**config.mk**
```make
export PLATFORM = sky130hd
export DESIGN_NAME = tar_stream_deframer_core
export DESIGN_NICKNAME = d
export VERILOG_FILES = /design/src/hw/rtl/tsd_pkg.sv /design/src/hw/rtl/tar_stream_deframer_core.sv /design/src/hw/rtl/tsd_hdr.sv /design/src/hw/rtl/tsd_seq.sv
export SDC_FILE = /design/constraint.sdc
export NUM_CORES = 1
export LEC_CHECK = 0
export BUFFER_PORTS_ARGS = -buffer_cell sky130_fd_sc_hd__buf_2
export CORE_UTILIZATION = 51
export DETAILED_ROUTE_END_ITERATION = 16
export GPL_ROUTABILITY_DRIVEN = 0
export MAX_ROUTING_LAYER = met4
export PLACE_DENSITY = 0.69
export SLEW_MARGIN = 40
export SYNTH_ARGS = -nofsm -noshare
export SYNTH_HDL_FRONTEND = slang
export SYNTH_SLANG_ARGS = --single-unit
```
**constraint.sdc**
```tcl
create_clock -name clk -period 12.1 [get_ports clk]
set_input_delay 2.42 -clock clk [delete_from_list [all_inputs] [get_ports clk]]
set_output_delay 2.42 -clock clk [all_outputs]
set_load 0.05 [all_outputs]
```
**src/hw/rtl/tsd_pkg.sv**
```systemverilog
// shared types, constants and helpers for the tar stream deframer
package tsd_pkg;

    localparam int BLOCK_BYTES_DEF = 512;
    localparam int OFS_MAGIC       = 257;
    localparam int MAGIC_LEN       = 5;
    localparam int OFS_TYPE        = 156;
    localparam int OFS_SIZE        = 124;
    localparam int SIZE_CHARS      = 12;
    localparam int SIZE_W          = 64;

    localparam logic [7:0] CHAR_ZERO  = 8'h30;
    localparam logic [7:0] CHAR_SPACE = 8'h20;
    localparam logic [7:0] CHAR_NUL   = 8'h00;

    typedef enum logic [1:0] {
        PH_HEADER = 2'd0,
        PH_DATA   = 2'd1,
        PH_PAD    = 2'd2,
        PH_DONE   = 2'd3
    } phase_t;

    typedef enum logic [3:0] {
        KIND_HDR      = 4'd0,
        KIND_FILE     = 4'd1,
        KIND_PAD      = 4'd2,
        KIND_ENTRY    = 4'd3,
        KIND_END      = 4'd4,
        KIND_NOTUSTAR = 4'd5,
        KIND_TRUNC    = 4'd6,
        KIND_IGNORED  = 4'd7,
        KIND_ZERO     = 4'd8
    } kind_t;

    typedef struct packed {
        logic [7:0] in_byte;
        logic       stream_end;
    } in_word_t;

    typedef struct packed {
        kind_t              kind;
        logic [7:0]         out_byte;
        logic [SIZE_W-1:0]  file_size;
        logic [7:0]         entry_type;
        logic               is_regular;
        logic               last_of_file;
    } out_word_t;

    // header fields as seen including the byte of the current word
    typedef struct packed {
        logic               all_zero;
        logic               magic_ok;
        logic [SIZE_W-1:0]  size;
        logic [7:0]         type_byte;
    } hdr_info_t;

    // header update request from the sequencer
    typedef struct packed {
        logic en;
        logic clear;
    } hdr_ctl_t;

    function automatic logic [7:0] magic_char(input logic [2:0] idx);
        logic [7:0] c;
        begin
            case (idx)
                3'd0:    c = 8'h75;
                3'd1:    c = 8'h73;
                3'd2:    c = 8'h74;
                3'd3:    c = 8'h61;
                3'd4:    c = 8'h72;
                default: c = 8'h00;
            endcase
            return c;
        end
    endfunction

endpackage

```
**src/hw/rtl/tar_stream_deframer_core.sv**
```systemverilog
// top level of the tar stream deframer: input register, parser and result register
//
// Takes a ustar archive one byte word per cycle unless stalled and returns exactly
// one result word per input word, telling whether the byte belongs to a header,
// file data or padding, and reporting each entry (size, type byte, regular flag)
// on the last byte of its header. Sustained rate is one word per cycle while
// res_stall does not hold the output: the word sits in an input register, one
// pass of header-field and phase logic runs, and the result lands in an output
// register that can be held by res_stall while the next word is already being
// taken. A stream_end word ends the archive (end or truncated); after that every
// word reads back as ignored until reset.
module tar_stream_deframer_core
    import tsd_pkg::*;
#(
    parameter int BLOCK_BYTES = BLOCK_BYTES_DEF
) (
    input  logic      clk,
    input  logic      rst_n,
    input  logic      byte_valid,
    output logic      byte_stall,
    input  in_word_t  byte_word,
    output logic      res_valid,
    input  logic      res_stall,
    output out_word_t res_word
);

    localparam int OFS_W = $clog2(BLOCK_BYTES);

    logic             in_valid_reg;
    in_word_t         in_word_reg;
    logic             out_valid_reg;
    out_word_t        out_word_reg;
    logic             advance;
    logic             take_in;

    hdr_info_t        info;
    hdr_ctl_t         hdr_ctl;
    logic [OFS_W-1:0] offset;
    out_word_t        result;

    assign advance    = in_valid_reg & (~out_valid_reg | ~res_stall);
    assign byte_stall = in_valid_reg & ~advance;
    assign take_in    = byte_valid & ~byte_stall;
    assign res_valid  = out_valid_reg;
    assign res_word   = out_word_reg;

    tsd_hdr #(
        .OFS_W (OFS_W)
    ) u_hdr (
        .clk      (clk),
        .rst_n    (rst_n),
        .ctl      (hdr_ctl),
        .cur_byte (in_word_reg.in_byte),
        .offset   (offset),
        .info     (info)
    );

    tsd_seq #(
        .OFS_W (OFS_W)
    ) u_seq (
        .clk     (clk),
        .rst_n   (rst_n),
        .step    (advance),
        .word    (in_word_reg),
        .info    (info),
        .hdr_ctl (hdr_ctl),
        .offset  (offset),
        .result  (result)
    );

    always_ff @(posedge clk or negedge rst_n)
    begin
        if (!rst_n)
        begin
            in_valid_reg  <= 1'b0;
            out_valid_reg <= 1'b0;
        end
        else
        begin
            in_valid_reg <= take_in | (in_valid_reg & ~advance);
            if (advance)
            begin
                out_valid_reg <= 1'b1;
            end
            else if (!res_stall)
            begin
                out_valid_reg <= 1'b0;
            end
        end
    end

    always_ff @(posedge clk)
    begin
        if (take_in)
        begin
            in_word_reg <= byte_word;
        end
        if (advance)
        begin
            out_word_reg <= result;
        end
    end

endmodule

```
**src/hw/rtl/tsd_hdr.sv**
```systemverilog
// header block field capture: zero check, magic check, type byte and octal size
module tsd_hdr
    import tsd_pkg::*;
#(
    parameter int OFS_W = 9
) (
    input  logic             clk,
    input  logic             rst_n,
    input  hdr_ctl_t         ctl,
    input  logic [7:0]       cur_byte,
    input  logic [OFS_W-1:0] offset,
    output hdr_info_t        info
);

    logic              all_zero_reg,   all_zero_next;
    logic              magic_reg,      magic_next;
    logic [SIZE_W-1:0] size_reg,       size_next;
    logic              size_done_reg,  size_done_next;
    logic [7:0]        type_reg,       type_next;

    logic              in_magic;
    logic              in_size;
    logic [2:0]        magic_idx;
    logic [OFS_W-1:0]  magic_rel;
    logic [SIZE_W-1:0] byte_ext;

    assign in_magic  = (offset >= OFS_W'(OFS_MAGIC)) &&
                       (offset <  OFS_W'(OFS_MAGIC + MAGIC_LEN));
    assign in_size   = (offset >= OFS_W'(OFS_SIZE)) &&
                       (offset <  OFS_W'(OFS_SIZE + SIZE_CHARS));
    assign magic_rel = offset - OFS_W'(OFS_MAGIC);
    assign magic_idx = magic_rel[2:0];
    assign byte_ext  = {{(SIZE_W - 8){cur_byte[7]}}, cur_byte};

    always_comb
    begin
        all_zero_next  = all_zero_reg & (cur_byte == CHAR_NUL);
        magic_next     = magic_reg;
        if (in_magic && (cur_byte != magic_char(magic_idx)))
        begin
            magic_next = 1'b0;
        end
        type_next      = (offset == OFS_W'(OFS_TYPE)) ? cur_byte : type_reg;
        size_next      = size_reg;
        size_done_next = size_done_reg;
        if (in_size && !size_done_reg)
        begin
            if ((cur_byte == CHAR_NUL) || (cur_byte == CHAR_SPACE))
            begin
                size_done_next = 1'b1;
            end
            else
            begin
                size_next = (size_reg << 3) + byte_ext - SIZE_W'(CHAR_ZERO);
            end
        end
    end

    assign info.all_zero  = all_zero_next;
    assign info.magic_ok  = magic_next;
    assign info.size      = size_next;
    assign info.type_byte = type_next;

    always_ff @(posedge clk or negedge rst_n)
    begin
        if (!rst_n)
        begin
            all_zero_reg  <= 1'b1;
            magic_reg     <= 1'b1;
            size_reg      <= '0;
            size_done_reg <= 1'b0;
            type_reg      <= '0;
        end
        else if (ctl.en)
        begin
            if (ctl.clear)
            begin
                all_zero_reg  <= 1'b1;
                magic_reg     <= 1'b1;
                size_reg      <= '0;
                size_done_reg <= 1'b0;
                type_reg      <= '0;
            end
            else
            begin
                all_zero_reg  <= all_zero_next;
                magic_reg     <= magic_next;
                size_reg      <= size_next;
                size_done_reg <= size_done_next;
                type_reg      <= type_next;
            end
        end
    end

endmodule

```
**src/hw/rtl/tsd_seq.sv**
```systemverilog
// phase sequencer: block offset, zero block run, entry data count and result forming
module tsd_seq
    import tsd_pkg::*;
#(
    parameter int OFS_W = 9
) (
    input  logic             clk,
    input  logic             rst_n,
    input  logic             step,
    input  in_word_t         word,
    input  hdr_info_t        info,
    output hdr_ctl_t         hdr_ctl,
    output logic [OFS_W-1:0] offset,
    output out_word_t        result
);

    localparam logic [OFS_W-1:0] LAST_OFS = {OFS_W{1'b1}};

    phase_t            phase_reg, phase_next;
    logic [OFS_W-1:0]  off_reg,   off_next;
    logic              run_reg,   run_next;
    logic              reg_reg,   reg_next;
    logic [SIZE_W-1:0] rem_reg,   rem_next;

    logic [7:0]        cur_byte;
    logic              last_ofs;
    logic              type_regular;
    logic              hdr_en;

    assign cur_byte     = word.stream_end ? 8'h00 : word.in_byte;
    assign last_ofs     = (off_reg == LAST_OFS);
    assign type_regular = (info.type_byte == CHAR_NUL) || (info.type_byte == CHAR_ZERO);
    assign offset       = off_reg;

    // next phase
    always_comb
    begin
        phase_next = phase_reg;
        if (phase_reg != PH_DONE)
        begin
            if (word.stream_end)
            begin
                phase_next = PH_DONE;
            end
            else
            begin
                case (phase_reg)
                    PH_HEADER:
                    begin
                        if (last_ofs)
                        begin
                            if (info.all_zero)
                            begin
                                if (run_reg)
                                begin
                                    phase_next = PH_DONE;
                                end
                            end
                            else if (!info.magic_ok)
                            begin
                                phase_next = PH_DONE;
                            end
                            else if (info.size != '0)
                            begin
                                phase_next = PH_DATA;
                            end
                        end
                    end
                    PH_DATA:
                    begin
                        if (rem_reg == SIZE_W'(1))
                        begin
                            phase_next = last_ofs ? PH_HEADER : PH_PAD;
                        end
                    end
                    PH_PAD:
                    begin
                        if (last_ofs)
                        begin
                            phase_next = PH_HEADER;
                        end
                    end
                    default:
                    begin
                        phase_next = phase_reg;
                    end
                endcase
            end
        end
    end

    // result word and datapath updates
    always_comb
    begin
        result              = '0;
        result.kind         = KIND_IGNORED;
        result.out_byte     = cur_byte;
        hdr_en              = 1'b0;
        hdr_ctl.clear       = 1'b0;
        off_next            = off_reg;
        run_next            = run_reg;
        reg_next            = reg_reg;
        rem_next            = rem_reg;
        if (phase_reg != PH_DONE)
        begin
            if (word.stream_end)
            begin
                result.kind = ((phase_reg == PH_HEADER) && (off_reg == '0)) ?
                              KIND_END : KIND_TRUNC;
            end
            else
            begin
                case (phase_reg)
                    PH_HEADER:
                    begin
                        hdr_en      = 1'b1;
                        result.kind = KIND_HDR;
                        off_next    = off_reg + 1'b1;
                        if (last_ofs)
                        begin
                            hdr_ctl.clear = 1'b1;
                            if (info.all_zero)
                            begin
                                if (run_reg)
                                begin
                                    result.kind = KIND_END;
                                end
                                else
                                begin
                                    result.kind = KIND_ZERO;
                                    run_next    = 1'b1;
                                end
                            end
                            else
                            begin
                                run_next = 1'b0;
                                if (!info.magic_ok)
                                begin
                                    result.kind = KIND_NOTUSTAR;
                                end
                                else
                                begin
                                    result.kind       = KIND_ENTRY;
                                    result.file_size  = info.size;
                                    result.entry_type = info.type_byte;
                                    result.is_regular = type_regular;
                                    reg_next          = type_regular;
                                    rem_next          = info.size;
                                end
                            end
                        end
                    end
                    PH_DATA:
                    begin
                        result.kind = reg_reg ? KIND_FILE : KIND_PAD;
                        off_next    = off_reg + 1'b1;
                        rem_next    = rem_reg - 1'b1;
                        if (rem_reg == SIZE_W'(1))
                        begin
                            result.last_of_file = reg_reg;
                        end
                    end
                    PH_PAD:
                    begin
                        result.kind = KIND_PAD;
                        off_next    = off_reg + 1'b1;
                    end
                    default:
                    begin
                        result.kind = KIND_IGNORED;
                    end
                endcase
            end
        end
        hdr_ctl.en = hdr_en & step;
    end

    always_ff @(posedge clk or negedge rst_n)
    begin
        if (!rst_n)
        begin
            phase_reg <= PH_HEADER;
            off_reg   <= '0;
            run_reg   <= 1'b0;
            reg_reg   <= 1'b0;
            rem_reg   <= '0;
        end
        else if (step)
        begin
            phase_reg <= phase_next;
            off_reg   <= off_next;
            run_reg   <= run_next;
            reg_reg   <= reg_next;
            rem_reg   <= rem_next;
        end
    end

endmodule

```
==> impl_metrics.csv <==
group,metric,value,unit
outcome,status,"completed",
synthesis,synthArstFlopShare,0.6185,
placed_design,hpwl,40640,um
critical_path,slowest_delay,0.59,ns
cells_and_area,instances_no_fill,2694,
cells_and_area,utilization,0.5726,
synthesis,synth_seq_area_share,0.3742,
clock_tree,postCtsHoldBufs,0,
synthesis,yosys.area.top_type_share,0.2121,
cells_and_area,antenna_cells,0,
synthesis,synth.distinct_cells,83,
synthesis,synth_most_common_cell,"nor2_1",
clock_tree,clock_sinks,249,
detailed_routing,wl,56370,um
sta,rsz0062_at_grt,"no",
floorplanning,initial_core_util,0.5191,
detailed_routing,drt_pass1_iterations,8,
detailed_routing,vias_per_cell,6.312,
placed_design,dp_slack,5.753,ns
detailed_routing,vias,17000,
sta,relSlewSlack,0.4284,
synthesis,synth_commonest_cells,"nor2_1 (213), inv_1 (210), nand2_1 (188)",
synthesis,synth_nets,2321,
synthesis,syn-instance-count,2172,
detailed_routing,drcViolationCount,0,
cells_and_area,drive_gt1_frac,0.09781,
flow_run,cap_violations,0,
hold_path,hold_class,"reg -> reg",
sta,fin_crit,6.434,ns
sta,finClkSkew,0.01351,ns
sta,hold_viol,0,
critical_path,end_kind,"register",
clock_tree,cts_buffer_depth,3,
global_route,grt_max_degree,86,
detailed_routing,drt-initial-drc-count,1901,
critical_path,critPathKind,"reg -> reg",
critical_path,critPathTopFamily,"compound AO/OA/AOI/OAI gates",
critical_path,critical_path_buf_inv_count,3,
sta,worstMarginPinSlew,0.8565,ns
synthesis,ys_seq_elements,249,
synthesis,synth_edf_count,95,
sta,setup_viol,0,
pwr,total_leakage_power,8.481,nW
critical_path,cpMaxStageDelayCell,"buf_4",
global_route,grt_pass1_vias,15950,
critical_path,crit_fanout,58,
synthesis,synth.area.top_cells,"dfrtp_1 (21%), edfxtp_1 (16%), ha_1 (9.4%), o21ai_0 (5.0%), a21oi_1 (4.7%)",
cells_and_area,n_fill_cell,3213,
placed_design,placedInstanceArea,0.01884,mm^2
clock_tree,ctsResizeCount,0,
synthesis,netlist_area,0.01793,mm^2
floorplanning,die_area,0.03591,mm^2
placed_design,io_buffers,100,
sta,post-route-period-util,0.5317,
sta,drv_slew,0,
detailed_routing,routedWlPerCell,20.92,um
floorplanning,core,0.03454,mm^2
pwr,powerDensity,266.9,mW/mm^2
detailed_routing,antenna_left,0,
global_route,grt_overflow,0,
cells_and_area,design_area,0.01978,mm^2
cells_and_area,num-nets-final,2365,
synthesis,synth_top_area_cell,"dfrtp_1",
cells_and_area,area_growth,10.31,%
clock_tree,cts_root_buffer,"clkbuf_16",
global_route,antenna_found_initial,0,
pwr,peakVddDrop,0.1267,mV
sta,setup-tns-final,0,ns
critical_path,arrival,6.91,ns
clock_tree,post-cts-setup-buffers,0,
clock_tree,cts_tree,"built",
synthesis,yosysWarnings,0,
synthesis,syn_area_per_cell,8.256,um^2
cells_and_area,largest_reg_flops,86,
placed_design,dp.cells,2640,
global_route,grtUsageTotal,0.3234,
global_route,grt_pass1_wl,88910,um
clock_tree,htreeDepth,1,
floorplanning,fp.dieH,189.5,um
clock_tree,path_clk_slew,0.06,ns
clock_tree,clk-insertion-delay-late,0.57,ns
floorplanning,ios,101,
clock_tree,cts_buffers,29,
cells_and_area,register_area,0.006709,mm^2
cells_and_area,multi_input_area,0.01005,mm^2
sta,layout_setup_ws,5.666,ns
floorplanning,row_count,68,
synthesis,ys.flop_type,"dfrtp_1",
critical_path,cp_cell_sequence,"inv_2, buf_4, ha_1, inv_1, ha_1, nand4_1, or3_1, o31ai_1, o31ai_1, a21oi_1, mux2_2, a211oi_2, o2111ai_1, nor4_1, nand4_1, a2111oi_4, mux2_1, a211oi_1",
critical_path,worstSetupStartpointType,"register",
floorplanning,die_w,189.5,um
critical_path,cp_data_required_time,12.57,ns
sta,max_freq,155.4,MHz
==> through the flow <==
stage	hold WS, ns	power [mW]
after global routing	0.5110	5.638
after floorplan	0.4458	3.461
after CTS	0.4781	5.200
final	0.4817	5.279
after global placement	0.4634	4.252
after detailed placement	0.4672	4.309
==> area by class of cell <==
type	count	share of cell area
Clock buffer	35	0.03833
Timing Repair Buffer	124	0.03656
Sequential cell	249	0.3392
Clock inverter	19	0.009109
Inverter	210	0.03991
Multi-Input combinational cell	1602	0.5081
Tap cell	455	0.02878
==> cell usage in the layout, fill, tap and decap left out, types with 15 or more instances in the layout <==
master     instances
buf_2             99
nand4_1           46
edfxtp_1          95
buf_4             20
o22ai_1           58
nand2_1          185
a21oi_1          167
clkbuf_16         29
ha_1             134
xnor2_1           26
a21o_1            18
nor2_1           211
mux2i_1           27
and3_1            22
a211oi_1          23
nor3_1            67
nor4_1            26
inv_1            208
or3_1             34
nand3_1           84
dfrtp_1          152
xor2_1            15
o21ai_0          180
o21a_1            27
==> cell families after synthesis <==
kind of cell	Yosys count	synth area share
multiplexers	34	0.01947
XOR/XNOR	41	0.02003
AO/OA/AOI/OAI	613	0.2109
buffers and inverters	321	0.06901
adder cells (fa/ha/maj)	136	0.09532
flip-flops	249	0.3742
AND/OR/NAND/NOR	778	0.2111
==> routing by layer <==
| layer | vias to the layer above | global-route usage | part of all wire |
|---|---|---|---|
| met1 | 8104 | 0.4269 | 0.43 |
| met2 | 784 | 0.4923 | 0.44 |
| met4 | 0 | 0.1641 | 0.057 |
| met3 | 169 | 0.03522 | 0.072 |
| met5 | - | - | 0 |
| li1 | 7947 | - | - |
==> report_power, final <==
group | total (mW) | switching (mW) | internal, mW | leakage, nW
Combinational | 3.13 | 2.08 | 1.05 | 5.19
Clock | 0.872 | 0.377 | 0.495 | 0.458
Sequential | 1.28 | 0.194 | 1.08 | 2.83
Total | 5.28 | 2.65 | 2.63 | 8.48
==> worst min-delay path: cells and delay by family, from the launching register on <==
kind | cells | cell delay, ns
flip-flops | 1 | 0.36
AO/OA/AOI/OAI | 1 | 0.06
AND/OR/NAND/NOR | 1 | 0.05
==> final timing paths <==
path                       slack, ns                              to  depth (start not counted)                        start
setup / recovery                5.67  u_seq.phase_reg[1]$_DFFE_PN0P_                         18     in_word_reg[8]$_DFFE_PP_
hold / removal                  0.48     u_hdr.magic_reg$_DFFE_PN1P_                          2  u_hdr.magic_reg$_DFFE_PN1P_
setup reg to reg                5.67  u_seq.phase_reg[1]$_DFFE_PN0P_                         18     in_word_reg[8]$_DFFE_PP_
hold reg to reg                 0.48     u_hdr.magic_reg$_DFFE_PN1P_                          2  u_hdr.magic_reg$_DFFE_PN1P_
max in group asynchronous       9.08   u_seq.rem_reg[44]$_DFFE_PN0P_                          2                        rst_n
min in group asynchronous       1.85   u_seq.rem_reg[56]$_DFFE_PN0P_                          1                        rst_n
No activity file was read; power rests on OpenSTA's default activity.
